File: src/design/itfe_pkg.sv
// shared constants and types for the imu tilt feature extractor
// no dependencies
package itfe_pkg;

    localparam int DEG_FRAC = 16;
    localparam int ATAN_ENTRIES = 24;
    localparam int ZW = 28;

    localparam logic [2:0] REG_GAIN     = 3'd0;
    localparam logic [2:0] REG_NORM     = 3'd1;
    localparam logic [2:0] REG_FLAT_S   = 3'd2;
    localparam logic [2:0] REG_FLAT_U   = 3'd3;
    localparam logic [2:0] REG_VERT_S   = 3'd4;
    localparam logic [2:0] REG_VERT_U   = 3'd5;
    localparam logic [2:0] REG_INV      = 3'd6;

    typedef struct packed {
        logic [31:0] norm_window;
        logic [31:0] flat_side;
        logic [31:0] flat_up;
        logic [31:0] vert_side;
        logic [31:0] vert_up;
        logic [31:0] inv;
    } t_limits;

    // atan(2^-i) in degrees, 16 fraction bits
    function automatic logic [ZW-1:0] atan_lut(input logic [4:0] i);
        logic [ZW-1:0] v;
        case (i)
            5'd0: v = 28'd2949120;
            5'd1: v = 28'd1740967;
            5'd2: v = 28'd919879;
            5'd3: v = 28'd466945;
            5'd4: v = 28'd234379;
            5'd5: v = 28'd117304;
            5'd6: v = 28'd58666;
            5'd7: v = 28'd29335;
            5'd8: v = 28'd14668;
            5'd9: v = 28'd7334;
            5'd10: v = 28'd3667;
            5'd11: v = 28'd1833;
            5'd12: v = 28'd917;
            5'd13: v = 28'd458;
            5'd14: v = 28'd229;
            5'd15: v = 28'd115;
            5'd16: v = 28'd57;
            5'd17: v = 28'd29;
            5'd18: v = 28'd14;
            5'd19: v = 28'd7;
            5'd20: v = 28'd4;
            5'd21: v = 28'd2;
            5'd22: v = 28'd1;
            default: v = '0;
        endcase
        return v;
    endfunction

endpackage

File: src/design/itfe_sqrt.sv
// bit-pair restoring integer square root, one result bit per cycle
// depends on itfe_pkg
module itfe_sqrt
    import itfe_pkg::*;
#(
    parameter int IW = 34,
    parameter int OW = 17
) (
    input  logic          i_clk,
    input  logic          i_rst_n,
    input  logic          i_start,
    input  logic [IW-1:0] i_value,
    output logic          o_done,
    output logic [OW-1:0] o_root
);
    localparam int RW = 2 * OW;
    localparam int CW = $clog2(OW + 1);

    logic [RW-1:0] r_rem, n_rem;
    logic [RW-1:0] r_val, n_val;
    logic [OW-1:0] r_root, n_root;
    logic [CW-1:0] r_cnt, n_cnt;
    logic          r_busy, n_busy;
    logic [OW+1:0] trial;
    logic [OW+1:0] part;

    always_comb begin
        n_rem = r_rem;
        n_val = r_val;
        n_root = r_root;
        n_cnt = r_cnt;
        n_busy = r_busy;
        part = {r_rem[OW-1:0], r_val[RW-1 -: 2]};
        trial = {r_root, 2'b01};
        if (i_start) begin
            n_val = RW'(i_value);
            n_rem = '0;
            n_root = '0;
            n_cnt = CW'(OW);
            n_busy = 1'b1;
        end else if (r_busy) begin
            n_val = {r_val[RW-3:0], 2'b00};
            if (part >= trial) begin
                n_rem = RW'(part - trial);
                n_root = {r_root[OW-2:0], 1'b1};
            end else begin
                n_rem = RW'(part);
                n_root = {r_root[OW-2:0], 1'b0};
            end
            n_cnt = r_cnt - 1'b1;
            if (r_cnt == CW'(1)) n_busy = 1'b0;
        end
    end

    always_ff @(posedge i_clk) begin
        if (!i_rst_n) begin
            r_busy <= 1'b0;
            r_cnt <= '0;
        end else begin
            r_busy <= n_busy;
            r_cnt <= n_cnt;
        end
        r_rem <= n_rem;
        r_val <= n_val;
        r_root <= n_root;
    end

    assign o_done = r_busy && (r_cnt == CW'(1));
    assign o_root = n_root;
endmodule

File: src/design/itfe_cordic.sv
// vectoring cordic, one micro-rotation per cycle, gives atan2 in degrees
// depends on itfe_pkg
module itfe_cordic
    import itfe_pkg::*;
#(
    parameter int SW = 16,
    parameter int AFB = 7,
    parameter int STEPS = 16
) (
    input  logic                 i_clk,
    input  logic                 i_rst_n,
    input  logic                 i_start,
    input  logic signed [SW-1:0] i_ay,
    input  logic signed [SW-1:0] i_az,
    output logic                 o_done,
    output logic signed [15:0]   o_angle
);
    localparam int VW = SW + 14 + 3;
    localparam int NS = (STEPS < ATAN_ENTRIES) ? STEPS : ATAN_ENTRIES;
    localparam int ZWI = ZW + 2;
    localparam int SH = DEG_FRAC - AFB;
    localparam int LIM = 180 << AFB;

    logic signed [VW-1:0]  r_x, r_y, n_x, n_y;
    logic signed [ZWI-1:0] r_z, n_z;
    logic [4:0]            r_i, n_i;
    logic                  r_busy, n_busy;
    logic signed [VW-1:0]  xs, ys, x0, y0;
    logic signed [ZWI-1:0] base, zr, lim;
    logic signed [SW:0]    nay, aaz;

    always_comb begin
        nay = -((SW+1)'(i_ay));
        aaz = (SW+1)'(i_az);
        x0 = VW'(aaz);
        y0 = VW'(nay);
        base = '0;
        if (i_az < 0) begin
            base = (nay >= 0) ? ZWI'(180 <<< DEG_FRAC) : -ZWI'(180 <<< DEG_FRAC);
            x0 = -x0;
            y0 = -y0;
        end
        xs = r_x >>> r_i;
        ys = r_y >>> r_i;
        n_x = r_x;
        n_y = r_y;
        n_z = r_z;
        n_i = r_i;
        n_busy = r_busy;
        if (i_start) begin
            n_x = x0 <<< 14;
            n_y = y0 <<< 14;
            n_z = base;
            n_i = '0;
            n_busy = 1'b1;
        end else if (r_busy) begin
            if (r_y >= 0) begin
                n_x = r_x + ys;
                n_y = r_y - xs;
                n_z = r_z + ZWI'(atan_lut(r_i));
            end else begin
                n_x = r_x - ys;
                n_y = r_y + xs;
                n_z = r_z - ZWI'(atan_lut(r_i));
            end
            n_i = r_i + 1'b1;
            if (r_i == 5'(NS - 1)) n_busy = 1'b0;
        end
    end

    always_ff @(posedge i_clk) begin
        if (!i_rst_n) begin
            r_busy <= 1'b0;
            r_i <= '0;
        end else begin
            r_busy <= n_busy;
            r_i <= n_i;
        end
        r_x <= n_x;
        r_y <= n_y;
        r_z <= n_z;
    end

    // rounding and clamp on the accumulated angle
    always_comb begin
        lim = ZWI'(LIM);
        zr = (r_z + ZWI'(1 <<< (SH - 1))) >>> SH;
        if (zr > lim) zr = lim;
        if (zr < -lim) zr = -lim;
        o_angle = 16'(zr);
    end

    assign o_done = r_busy ? 1'b0 : 1'b1;
endmodule

File: src/design/imu_tilt_feature_extractor_core.sv
// imu tilt feature extractor top level
// uses itfe_pkg, itfe_sqrt and itfe_cordic
//
// usage:
//  input channel: i_valid / o_stall carry one imu sample word
//  (three accelerations in q4.12 g and one gyro rate)
//  output channel: o_valid / i_stall carry one feature word per sample
//  config port: i_cfg_we, i_cfg_index, i_cfg_data, written while idle
//  sequence: after acceptance the three squares go through one shared
//  multiplier, then the three filter products; the cordic (started after
//  the filter) outlasts the square root (17 iterations, started after the
//  squares); the run state then joins the two and the output state
//  registers the word
//  o_stall is low only in idle, so a new sample waits until the last one has left the output state
//  reset: filters unseeded, flags clear, config registers at defaults
//  a stalled result holds in the output register until taken; the next
//  sample can be accepted meanwhile and then waits in the output state
module imu_tilt_feature_extractor_core
    import itfe_pkg::*;
#(
    parameter int SAMPLE_WIDTH = 16,
    parameter int ACCEL_FRAC_BITS = 12,
    parameter int ANGLE_FRAC_BITS = 7,
    parameter int CORDIC_STEPS = 16
) (
    input  logic                          i_clk,
    input  logic                          i_rst_n,
    input  logic                          i_valid,
    output logic                          o_stall,
    input  logic signed [SAMPLE_WIDTH-1:0] i_accel_x,
    input  logic signed [SAMPLE_WIDTH-1:0] i_accel_y,
    input  logic signed [SAMPLE_WIDTH-1:0] i_accel_z,
    input  logic signed [SAMPLE_WIDTH-1:0] i_gyro_x,
    input  logic                          i_cfg_we,
    input  logic [2:0]                    i_cfg_index,
    input  logic [31:0]                   i_cfg_data,
    output logic                          o_valid,
    input  logic                          i_stall,
    output logic [SAMPLE_WIDTH-1:0]        o_accel_norm,
    output logic signed [SAMPLE_WIDTH-1:0] o_filtered_x,
    output logic signed [SAMPLE_WIDTH-1:0] o_filtered_y,
    output logic signed [SAMPLE_WIDTH-1:0] o_filtered_z,
    output logic signed [15:0]            o_climb_angle,
    output logic [SAMPLE_WIDTH-1:0]        o_gyro_magnitude,
    output logic                          o_norm_ok,
    output logic                          o_is_flat,
    output logic                          o_is_vertical,
    output logic                          o_is_inverted
);
    localparam int SW = SAMPLE_WIDTH;
    localparam int PW = 2 * SW + 2;      // sum of three squares
    localparam int RW = SW + 1;          // root width
    localparam int DW = SW + 1;          // filter difference
    localparam int MW = DW + 18;         // gain product
    // near-zero threshold: |v|*10000 < 2^frac
    localparam int NZ = ((1 << ACCEL_FRAC_BITS) + 9999) / 10000;

    localparam logic [2:0] ST_IDLE = 3'd0;
    localparam logic [2:0] ST_MUL  = 3'd1;
    localparam logic [2:0] ST_FLT  = 3'd2;
    localparam logic [2:0] ST_RUN  = 3'd3;
    localparam logic [2:0] ST_OUT  = 3'd4;

    logic [2:0] r_state, n_state;
    logic [1:0] r_ph, n_ph;

    // configuration
    logic [16:0] r_gain;
    t_limits     r_lim;

    // sample and filter state
    logic signed [SW-1:0] r_ax, r_ay, r_az, r_gx;
    logic signed [SW-1:0] r_lpx, r_lpy, r_lpz;
    logic                 r_seeded, r_flat, r_vert, r_inv;
    logic [PW-1:0]        r_sq;

    // one shared signed multiplier, operands muxed by state and phase
    logic signed [DW:0]   mul_a;
    logic signed [17:0]   mul_b;
    logic signed [MW-1:0] mul_p;
    logic signed [SW-1:0] cur_in, cur_lp, new_lp;
    logic signed [DW-1:0] diff;

    logic       sq_start, sq_done, cd_start, cd_done;
    logic [RW-1:0] root;
    logic signed [15:0] angle;
    logic [RW-1:0] r_norm;
    logic       r_sq_fin;

    // outputs
    logic r_ovalid;
    logic [SW-1:0] r_onorm, r_ogyro;
    logic signed [SW-1:0] r_ofx, r_ofy, r_ofz;
    logic signed [15:0] r_oang;
    logic r_ook;

    always_comb begin
        case (r_ph)
            2'd0: begin cur_in = r_ax; cur_lp = r_lpx; end
            2'd1: begin cur_in = r_ay; cur_lp = r_lpy; end
            default: begin cur_in = r_az; cur_lp = r_lpz; end
        endcase
        diff = DW'(cur_in) - DW'(cur_lp);
        if (r_state == ST_MUL) begin
            mul_a = (DW+1)'(cur_in);
            mul_b = 18'(cur_in);
        end else begin
            mul_a = (DW+1)'(diff);
            mul_b = 18'({1'b0, r_gain});
        end
        mul_p = MW'(mul_a * mul_b);
        if (!r_seeded) new_lp = cur_in;
        else if (r_gain == 17'd0) new_lp = cur_lp;
        else if (r_gain[16]) new_lp = cur_in;
        else new_lp = SW'(cur_lp + SW'((mul_p + MW'(32768)) >>> 16));
    end

    // norm window and hysteresis on the new filtered values
    logic ok, f_n, v_n, i_n;
    logic [SW-1:0] ya, za;
    logic signed [15:0] lo_s, hi_s;
    always_comb begin
        ok = (r_norm >= RW'(r_lim.norm_window[15:0]))
          && (r_norm <= RW'(r_lim.norm_window[31:16]));
        ya = r_lpy[SW-1] ? SW'(-r_lpy) : SW'(r_lpy);
        za = r_lpz[SW-1] ? SW'(-r_lpz) : SW'(r_lpz);
        f_n = r_flat ?
            !(!ok || ({1'b0, ya} > (SW+1)'(r_lim.flat_side[31:16]))
              || (r_lpz < $signed(r_lim.flat_up[31:16]))) :
            (ok && ({1'b0, ya} <= (SW+1)'(r_lim.flat_side[15:0]))
              && (r_lpz >= $signed(r_lim.flat_up[15:0])));
        v_n = r_vert ?
            !(!ok || (r_lpy > $signed(r_lim.vert_side[31:16]))
              || ({1'b0, za} > (SW+1)'(r_lim.vert_up[31:16]))) :
            (ok && (r_lpy <= $signed(r_lim.vert_side[15:0]))
              && ({1'b0, za} <= (SW+1)'(r_lim.vert_up[15:0])));
        lo_s = r_lim.inv[15:0];
        hi_s = r_lim.inv[31:16];
        i_n = r_inv ? !(!ok || (r_lpz > hi_s)) : (ok && (r_lpz <= lo_s));
    end

    logic near_zero;
    assign near_zero = ({1'b0, ya} < (SW+1)'(NZ)) && ({1'b0, za} < (SW+1)'(NZ));

    assign sq_start = (r_state == ST_MUL) && (r_ph == 2'd2);
    assign cd_start = (r_state == ST_FLT) && (r_ph == 2'd2);

    itfe_sqrt #(.IW(PW), .OW(RW)) u_sqrt (
        .i_clk(i_clk), .i_rst_n(i_rst_n), .i_start(sq_start),
        .i_value(r_sq + PW'($unsigned(mul_p))), .o_done(sq_done), .o_root(root)
    );

    // started in the z filter phase: lp_y is already updated, lp_z is new_lp
    itfe_cordic #(.SW(SW), .AFB(ANGLE_FRAC_BITS), .STEPS(CORDIC_STEPS)) u_cordic (
        .i_clk(i_clk), .i_rst_n(i_rst_n), .i_start(cd_start),
        .i_ay(r_lpy), .i_az(new_lp),
        .o_done(cd_done), .o_angle(angle)
    );

    // sequencer
    always_comb begin
        n_state = r_state;
        n_ph = r_ph;
        case (r_state)
            ST_IDLE: if (i_valid) begin n_state = ST_MUL; n_ph = 2'd0; end
            ST_MUL: begin
                n_ph = r_ph + 1'b1;
                if (r_ph == 2'd2) begin n_state = ST_FLT; n_ph = 2'd0; end
            end
            ST_FLT: begin
                n_ph = r_ph + 1'b1;
                if (r_ph == 2'd2) begin n_state = ST_RUN; n_ph = 2'd0; end
            end
            ST_RUN: if (r_sq_fin && cd_done && r_ph == 2'd1) n_state = ST_OUT;
                    else if (r_sq_fin && cd_done) n_ph = 2'd1;
            ST_OUT: if (!r_ovalid || !i_stall) n_state = ST_IDLE;
            default: n_state = ST_IDLE;
        endcase
    end

    always_ff @(posedge i_clk) begin
        if (!i_rst_n) begin
            r_state <= ST_IDLE;
            r_ph <= '0;
            r_gain <= 17'd13107;
            r_lim <= {32'd308678042, 32'd53674598, 32'd201330074,
                      32'd4133942272, 32'd147654451, 32'd4147377562};
            r_seeded <= 1'b0;
            r_flat <= 1'b0;
            r_vert <= 1'b0;
            r_inv <= 1'b0;
            r_lpx <= '0;
            r_lpy <= '0;
            r_lpz <= '0;
            r_ovalid <= 1'b0;
            r_sq_fin <= 1'b0;
        end else begin
            r_state <= n_state;
            r_ph <= n_ph;
            if (i_cfg_we) begin
                case (i_cfg_index)
                    REG_GAIN:   r_gain <= i_cfg_data[16:0];
                    REG_NORM:   r_lim.norm_window <= i_cfg_data;
                    REG_FLAT_S: r_lim.flat_side <= i_cfg_data;
                    REG_FLAT_U: r_lim.flat_up <= i_cfg_data;
                    REG_VERT_S: r_lim.vert_side <= i_cfg_data;
                    REG_VERT_U: r_lim.vert_up <= i_cfg_data;
                    REG_INV:    r_lim.inv <= i_cfg_data;
                    default: ;
                endcase
            end
            if (sq_start) r_sq_fin <= 1'b0;
            else if (sq_done) r_sq_fin <= 1'b1;
            if (r_state == ST_FLT) begin
                case (r_ph)
                    2'd0: r_lpx <= new_lp;
                    2'd1: r_lpy <= new_lp;
                    default: begin r_lpz <= new_lp; r_seeded <= 1'b1; end
                endcase
            end
            if (r_state == ST_OUT && (!r_ovalid || !i_stall)) begin
                r_ovalid <= 1'b1;
                r_flat <= f_n;
                r_vert <= v_n;
                r_inv <= i_n;
            end else if (o_valid && !i_stall) begin
                r_ovalid <= 1'b0;
            end
        end
    end

    // payload registers
    always_ff @(posedge i_clk) begin
        if (r_state == ST_IDLE && i_valid) begin
            r_ax <= i_accel_x;
            r_ay <= i_accel_y;
            r_az <= i_accel_z;
            r_gx <= i_gyro_x;
            r_sq <= '0;
        end
        if (r_state == ST_MUL && r_ph != 2'd2) r_sq <= r_sq + PW'($unsigned(mul_p));
        if (sq_done) r_norm <= root;
        if (r_state == ST_OUT && (!r_ovalid || !i_stall)) begin
            r_onorm <= SW'(r_norm);
            r_ofx <= r_lpx;
            r_ofy <= r_lpy;
            r_ofz <= r_lpz;
            r_ogyro <= r_gx[SW-1] ? SW'(-r_gx) : SW'(r_gx);
            r_oang <= near_zero ? 16'sd0 : angle;
            r_ook <= ok;
        end
    end

    assign o_stall = (r_state != ST_IDLE);
    assign o_valid = r_ovalid;
    assign o_accel_norm = r_onorm;
    assign o_filtered_x = r_ofx;
    assign o_filtered_y = r_ofy;
    assign o_filtered_z = r_ofz;
    assign o_climb_angle = r_oang;
    assign o_gyro_magnitude = r_ogyro;
    assign o_norm_ok = r_ook;
    assign o_is_flat = r_flat;
    assign o_is_vertical = r_vert;
    assign o_is_inverted = r_inv;

`ifndef SYNTHESIS
    a_no_accept_busy: assert property (@(posedge i_clk) disable iff (!i_rst_n)
        (r_state != ST_IDLE) |-> o_stall) else $error("accept while busy");
    a_seed_after_filter: assert property (@(posedge i_clk) disable iff (!i_rst_n)
        (r_state == ST_FLT && r_ph == 2'd2) |=> r_seeded) else $error("not seeded");
    a_angle_range: assert property (@(posedge i_clk) disable iff (!i_rst_n)
        o_valid |-> (o_climb_angle <= 16'sd23040 && o_climb_angle >= -16'sd23040))
        else $error("angle out of range");
`endif
endmodule
File: config.mk
export PLATFORM = sky130hd
export DESIGN_NAME = imu_tilt_feature_extractor_core
export DESIGN_NICKNAME = d
export VERILOG_FILES = /design/src/design/itfe_pkg.sv /design/src/design/itfe_sqrt.sv /design/src/design/itfe_cordic.sv /design/src/design/imu_tilt_feature_extractor_core.sv
export SDC_FILE = /design/constraint.sdc
export NUM_CORES = 2
export LEC_CHECK = 0
export ABC_AREA = 0
export BUFFER_PORTS_ARGS = -buffer_cell sky130_fd_sc_hd__buf_4
export CAP_MARGIN = 20
export CELL_PAD_IN_SITES_DETAIL_PLACEMENT = 1
export CELL_PAD_IN_SITES_GLOBAL_PLACEMENT = 2
export CORE_ASPECT_RATIO = 2
export CORE_MARGIN = 2
export CORE_UTILIZATION = 40
export CTS_CLUSTER_DIAMETER = 120
export CTS_CLUSTER_SIZE = 16
export DETAILED_ROUTE_END_ITERATION = 16
export GPL_TIMING_DRIVEN = 0
export PLACE_DENSITY = 0.89
export SYNTH_ARGS = -nofsm -noshare
export SYNTH_HDL_FRONTEND = slang
export SYNTH_SLANG_ARGS = --single-unit
export TNS_END_PERCENT = 100
File: constraint.sdc
create_clock -name i_clk -period 16.3 [get_ports i_clk]
set_input_delay 3.26 -clock i_clk [delete_from_list [all_inputs] [get_ports i_clk]]
set_output_delay 3.26 -clock i_clk [all_outputs]
set_load 0.01 [all_outputs]
After elaboration in Yosys (flattened, before gate mapping)
Memory sizes are Yosys's and may differ from the RTL's. A register that Yosys moved wholly into a read port is not among the register bits.
Cells that the tools add are included.
- equality and inequality tests: 22
- magnitude comparators: 20
- bitwise operators: 2
- multiply operators: 1
- shifts and indexed selects: 2
- mux-type cells: 68
- add/sub/neg operators: 21
- reductions and logical operators: 55
- operators by type and width (operator ; number):
    $mux W33 ; 6
    $mux W30 ; 6
    $mux W28 ; 6
    $mux W34 ; 4
    $mux W16 ; 6
    $add A33 B33 Y33 ; 2
    $sshr A33 B5 Y33 ; 2
    $sub A33 B33 Y33 ; 2
    $gt A16 B16 Y1 ; 4
    $le A16 B16 Y1 ; 4
    $pmux W16 S2 ; 2
    $mux W17 ; 3
    $lt A16 B1 Y1 const B ; 3
    $neg A16 Y16 ; 3
    $mux W19 ; 2
    $mux W18 ; 2
    $add A34 B34 Y34 ; 1
    $mul A18 B18 Y34 ; 1
    $ge A33 B1 Y1 const B ; 1
    $add A32 B17 Y32 const B ; 1
    $add A30 B10 Y30 const B ; 1
    $add A30 B28 Y30 ; 1
    $lt A30 B16 Y1 const B ; 1
    $mux W5 ; 6
    other kinds (45) ; 121
- input port bits: 104
- memories kept: 2
- output and inout bits: 102
- logic and storage cells: 239
- register bits: 656
- ROM bits: 1408
- memory list (name ; words ; width ; rd ports ; clocked after memory_dff ; write ports ; line ; text):
    (no name shown) ; 32 ; 22 ; 1 ; 1 ; 0 ; itfe_pkg.sv:29 ; case (i)
    (no name shown) ; 32 ; 22 ; 1 ; 1 ; 0 ; itfe_pkg.sv:29 ;

Longest topological paths before layout
- depth after elaboration: 13
- gate-level depth with buffers: 64
- gate-level depth less buffers: 57

By module
From an unflattened synthesis, not the netlist that was laid out.
- cells, all modules: 6741
- area total of the unflattened synthesis: 59915.0 um^2
- by module, submodules not included (module ; area an instance (um^2) ; cells each ; times used ; sequential area each (um^2)):
    imu_tilt_feature_extractor_core ; 38368.0 ; 4235 ; 1 ; 11731.3
    itfe_cordic ; 17441.7 ; 2101 ; 1 ; 3163.0
    itfe_sqrt ; 4105.2 ; 405 ; 1 ; 1821.7

Least setup slack after synthesis
No wires, ideal clock.
- path kind: reg2reg
- from: reg r_ph[0]
- to: reg u_cordic.r_z[29], data pin
- library setup time: 0.275 ns
- stages on the path, launching flop included: 59
- setup slack: 3.131 ns
- data required time: 16.025 ns
- clock period less this slack: 13.169 ns
- arrival: 12.894 ns
- buffers on the path: 6
- cells stage by stage: dfxtp_1 clkbuf_1 buf_1 buf_1 mux2i_1 nor2_1 a21oi_1 inv_1 ha_1 o21ai_0 a21boi_0 o21ai_0 a21oi_1 o21a_1 o211ai_1 a21oi_1 nor3_1 nor4_1 [... 23 more ...] xnor2_1 ha_1 nand2_1 nor2_1 and2_1 nand2_1 nor2_1 nand2_1 a2bb2oi_1 and4_1 mux2i_1 or4_1 nand3_1 buf_2 nor2_1 nand2_1 clkbuf_1 o32ai_1
- word-level cells in the longest chain between the ends: 13
- elaborated cells on any way between the ends: 18
- those cells by class: add/sub (3); mul (1); order compare (1); eq/ne (2); mux (9); reduce/logical (2)
- RTL lines (element ; line ; text):
    from (decl) ; imu_tilt_feature_extractor_core.sv:65 ; logic [1:0] r_ph, n_ph;
    from (signal assigned) ; imu_tilt_feature_extractor_core.sv:199 ; r_ph <= n_ph;
    $eq A2 B1 Y1 or $logic_not A2 Y1 (tied branches) ; imu_tilt_feature_extractor_core.sv:98 ; case (r_ph)
    $pmux W16 S2 ; imu_tilt_feature_extractor_core.sv:98 ;
    $sub A16 B16 Y17 ; imu_tilt_feature_extractor_core.sv:103 ; diff = DW'(cur_in) - DW'(cur_lp);
    $mux W18 ; imu_tilt_feature_extractor_core.sv:104 ; if (r_state == ST_MUL) begin
    $mul A18 B18 Y34 ; imu_tilt_feature_extractor_core.sv:111 ; mul_p = MW'(mul_a * mul_b);
    $add A32 B17 Y32 ; imu_tilt_feature_extractor_core.sv:115 ; else new_lp = SW'(cur_lp + SW'((mul_p + MW'(32768)) >>> 16));
    $add A16 B16 Y16 ; imu_tilt_feature_extractor_core.sv:115 ;
    $mux W16 ; imu_tilt_feature_extractor_core.sv:114 ; else if (r_gain[16]) new_lp = cur_in;
    $mux W16 ; imu_tilt_feature_extractor_core.sv:113 ; else if (r_gain == 17'd0) new_lp = cur_lp;
    $mux W16 ; imu_tilt_feature_extractor_core.sv:112 ; if (!r_seeded) new_lp = cur_in;
    $lt A16 B1 Y1 ; itfe_cordic.sv:38 ; if (i_az < 0) begin
    $mux W30 ; itfe_cordic.sv:38 ;
    $mux W30 (*) ; itfe_cordic.sv:50 ; if (i_start) begin
    via u_cordic.n_z[29] ; itfe_cordic.sv:25 ; logic signed [ZWI-1:0] r_z, n_z;
    to (signal assigned) ; itfe_cordic.sv:81 ; r_z <= n_z;
    to (decl) ; itfe_cordic.sv:25 ;
The timed path passes the listed nets; every way through them passes the cells marked *.
A chain may end at the register's enable or synchronous reset.

Final worst setup path
- from: reg r_ph[0]
- to: reg u_cordic.r_x[17], data pin
- word-level cells in the longest chain between the ends: 13
- elaborated cells on any way between the ends: 19
- those cells by class: add/sub (4); mul (1); order compare (1); eq/ne (2); mux (9); reduce/logical (2)
- RTL lines (element ; line ; text):
    $eq A2 B1 Y1 or $logic_not A2 Y1 (tied branches) ; imu_tilt_feature_extractor_core.sv:98 ;
    $pmux W16 S2 ; imu_tilt_feature_extractor_core.sv:98 ;
    $sub A16 B16 Y17 ; imu_tilt_feature_extractor_core.sv:103 ;
    $mux W18 ; imu_tilt_feature_extractor_core.sv:104 ;
    $mul A18 B18 Y34 ; imu_tilt_feature_extractor_core.sv:111 ;
    $add A32 B17 Y32 ; imu_tilt_feature_extractor_core.sv:115 ;
    $add A16 B16 Y16 ; imu_tilt_feature_extractor_core.sv:115 ;
    $mux W16 ; imu_tilt_feature_extractor_core.sv:114 ;
    $mux W16 ; imu_tilt_feature_extractor_core.sv:113 ;
    $mux W16 ; imu_tilt_feature_extractor_core.sv:112 ;
    $neg A16 Y19 or $lt A16 B1 Y1 (tied branches) ; itfe_cordic.sv:40, itfe_cordic.sv:38 ;
    $mux W19 ; itfe_cordic.sv:38 ;
    $mux W33 (*) ; itfe_cordic.sv:50 ;
    via u_cordic.n_x[17] ; itfe_cordic.sv:24 ; logic signed [VW-1:0] r_x, r_y, n_x, n_y;
    to (signal assigned) ; itfe_cordic.sv:79 ; r_x <= n_x;
    to (decl) ; itfe_cordic.sv:24 ;
Marks and branches as above.

==> summary.md <==
| Metric | Value |
|---|---|
| Status | `complete, no violations` |
| Final setup margin | `0.536 ns` |
| # clock sinks | `678` |
| Initial DRT Pass Iterations | `5` |
| Later-pin clock latency in the skew report | `slightly above 0.7 ns` |
| Util after Layout | `44.5%` |
| Hold Path Class | `register to register` |
| Final Cycle Share | `a little over nine tenths` |
| Post-synth cell types | `91` |
| Die Wd | `between 200 and 300 µm` |
| Largest area contributor in the netlist | `edfxtp_1` |
| Crit path max fanout | `10` |
| CTS tree | `done` |
| Crit end category | `register` |
| Worst path arrival time | `about 16 ns` |
| Reg clk slew, reported paths | `~0.090 ns` |
| R2R depth | `56` |
| Worst slew pin tran | `between 1 and 1.5 ns` |
| CP bufs+invs | `11` |
| Synthesized instance count | `roughly 6700` |
| H-tree depth | `2` |
| Pre-CTS setup slack | `-1.80 ns` |
| Core Box Area | `around 140000 µm²` |
| Post-DP HPWL | `between 200 and 250 mm` |
| Placer Congestion | `around 1.0` |
| Top Family by Delay on Critical Path | `compound AO/OA/AOI/OAI gates` |
| Synth top cells by count | `nand2_1 (875), inv_1 (703), nor2_1 (646), ha_1 (475), a21oi_1 (431)` |
| Most used DFF post-synth | `dfxtp_1` |
| Post-Syn Area | `between 50000 and 60000 µm²` |
| Req. time, crit path | `about 17 ns` |
| Seq cells post-synth | `approximately 680` |
| Layout Skew | `just over 0.04 ns` |
| DRC | `0` |
| Post-synth top area share | `between 10% and 20%` |
| Post-synth EDFFs | `about 310` |
| Synth Warn # | `0` |
| Clock Path Buffers | `3` |
| GRT Total Usage | `roughly a third` |
| Largest cells by area after synthesis | `edfxtp_1 (16%), dfxtp_1 (13%), fa_1 (11%)` |
| Hold Path Stages | `2` |
| Hold buffers post-CTS | `0` |
| Boundary Pins | `between 200 and 250` |
| Final net count | `about 8000` |
| FILL cells | `about 17000` |
| Slew margin rel. | `17.4%` |
| Count of final setup violators | `0` |
| Die Y | `542 µm` |
| Vias in the first global route | `around 57000` |
| Count leader, synth | `nand2_1` |
| Initial antenna violation count | `8` |
| Sequential-to-total area share from yosys stat | `28.9%` |
| Remaining Overflow, GRT | `0` |
| Crit path kind | `register to register` |
| DR vias/cell | `slightly below 6` |
| Via count | `roughly 52000` |
| Routed length per placed instance | `approximately 28 µm` |
| Setup crit start kind | `register` |
| Die area | `148000 µm²` |
| Initial Utilization | `between 40% and 50%` |
| Global-route wire length before repair | `371 mm` |
| Tmin final | `15.76 ns` |
| Pins Over Slew Limit | `0` |
| Synthesized Nets | `~7600` |
| CTS buffer count | `49` |
| First DRT Iteration DRCs | `2658` |
| Peak Freq | `0.0634 GHz` |
| Slowest-stage cell, CP | `xor2_2` |
| Largest net degree at the start of global routing | `between 50 and 60` |
| Mapped Avg Cell Area | `~8.7 µm²` |
| Total Wirelength | `about 250 mm` |
| Layout cells sized above 1 | `7.33%` |
| Row count | `197` |
| Port bufs | `about 200` |
| Synth-to-layout area growth | `10.7%` |
| CTS root buffer | `clkbuf_16` |
| Final Hold Fails | `0` |
| Register Area | `roughly 17000 µm²` |
| WP depth | `56` |
| # Max-Cap Violations | `0` |
| CP peak stage delay | `approximately 0.62 ns` |
| Multi-input gate area | `around 38000 µm²` |
| Post-synth ARST share | `0%` |
| Post-route ant nets | `0` |
| CP dominant cell by count | `fa_1` |
==> cell families after synthesis <==
group	after synthesis	synth area share, %
AND/OR/NAND/NOR	2192	16.9
XOR/XNOR	345	5.24
other	1	0.00648
AO/OA/AOI/OAI	1472	16.1
multiplexers	210	5.14
flip-flops	678	28.9
adder cells (fa/ha/maj)	787	21.1
buffers and inverters	1006	6.60
==> layout by cell type, fill, tap and decap left out, types with 13 or more instances in the layout <==
cell type and n:
xor2_1 99, nor3_1 96, o211ai_1 109, a211oi_1 80, dfxtp_1 364, inv_1 702, or4_1 15, buf_2 25
nand2b_1 82, a31oi_1 43, buf_4 220, nor2_1 641, ha_1 474, and3_1 51, a31o_2 13, nor4_1 30
xnor2_1 240, o21ai_0 302, o31ai_1 34, clkbuf_16 50, mux4_2 58, fa_1 312, buf_1 31, nor2b_1 60
and2_1 30, or2_2 17, clkbuf_1 259, a21o_1 126, mux2_2 26, o21a_1 87, mux2i_1 116, edfxtp_1 314
nand3b_1 13, or3_1 48, nand3_1 117, nand4_1 57, nand2_1 874, o21bai_1 35, o22ai_1 37, a21oi_1 428
==> layout make-up <==
cell class,instances,area share (%)
Antenna cell,8,0.0312
Buffer,295,1.85
Clock buffer,80,2.14
Clock inverter,6,0.131
Inverter,707,4.14
Multi-Input combinational cell,5007,58.7
Sequential cell,678,26.1
Tap cell,1890,3.69
Timing Repair Buffer,252,3.27
==> worst register-to-register path, delay by kind of cell, from the launching register on <==
| kind | cells | cell delay, ns |
|---|---|---|
| compound gates | 20 | 4.71 |
| xor+xnor | 3 | 1.30 |
| fa+ha+maj | 10 | 4.30 |
| buf+inv | 11 | 2.04 |
| flops | 1 | 0.49 |
| mux | 1 | 0.46 |
| simple gates | 11 | 2.19 |
==> sequential cells by signal, indices dropped and copies added (netlist names), 30 cells and up, named ones only <==
signal        flops
u_cordic.r_x     33
u_cordic.r_z     30
r_sq             34
u_cordic.r_y     33
u_sqrt.r_val     34
r_lim           160
==> final timing paths <==
kind                            startpoint                to  slack, ns
worst max-delay path               r_ph[0]  u_cordic.r_x[17]       0.54
worst min-delay path            r_lim[138]        r_lim[138]       0.46
worst max register to register     r_ph[0]  u_cordic.r_x[17]       0.54
worst min register to register  r_lim[138]        r_lim[138]       0.46
==> metal layers <==
| layer | GRT usage, % | vias up | wire (µm) | part of all wire (%) |
|---|---|---|---|---|
| met3 | 5.89 | 940 | 11800 | 4.7 |
| met2 | 63.7 | 1703 | 133000 | 52 |
| met4 | 33.4 | 10 | 30200 | 12 |
| li1 | - | 23700 | - | - |
| met5 | 0 | - | 61 | 0.024 |
| met1 | 30.2 | 26200 | 78800 | 31 |
==> what timing repair did <==
item                       4_1_cts  5_1_grt
setup buffers                    3        0
setup endpoints to repair       57       49
pin swaps                        1        2
resized for setup               26       37
==> per-stage QoR <==
step                cells  area, µm²  TNS (ns)  hold WS [ns]
finish               8923      64100         0         0.457
global route         8918      64100   -0.0115         0.474
CTS                  8910      63900         0         0.458
detailed placement   8824      62300    -69.79         0.447
global placement     8783      61800   -176.75         0.436
floorplan            6691      57900         0         0.426
Power is left out: the tool's default activity adds up to more than one toggle a clock period on the data nets, which glitch-free logic cannot reach.
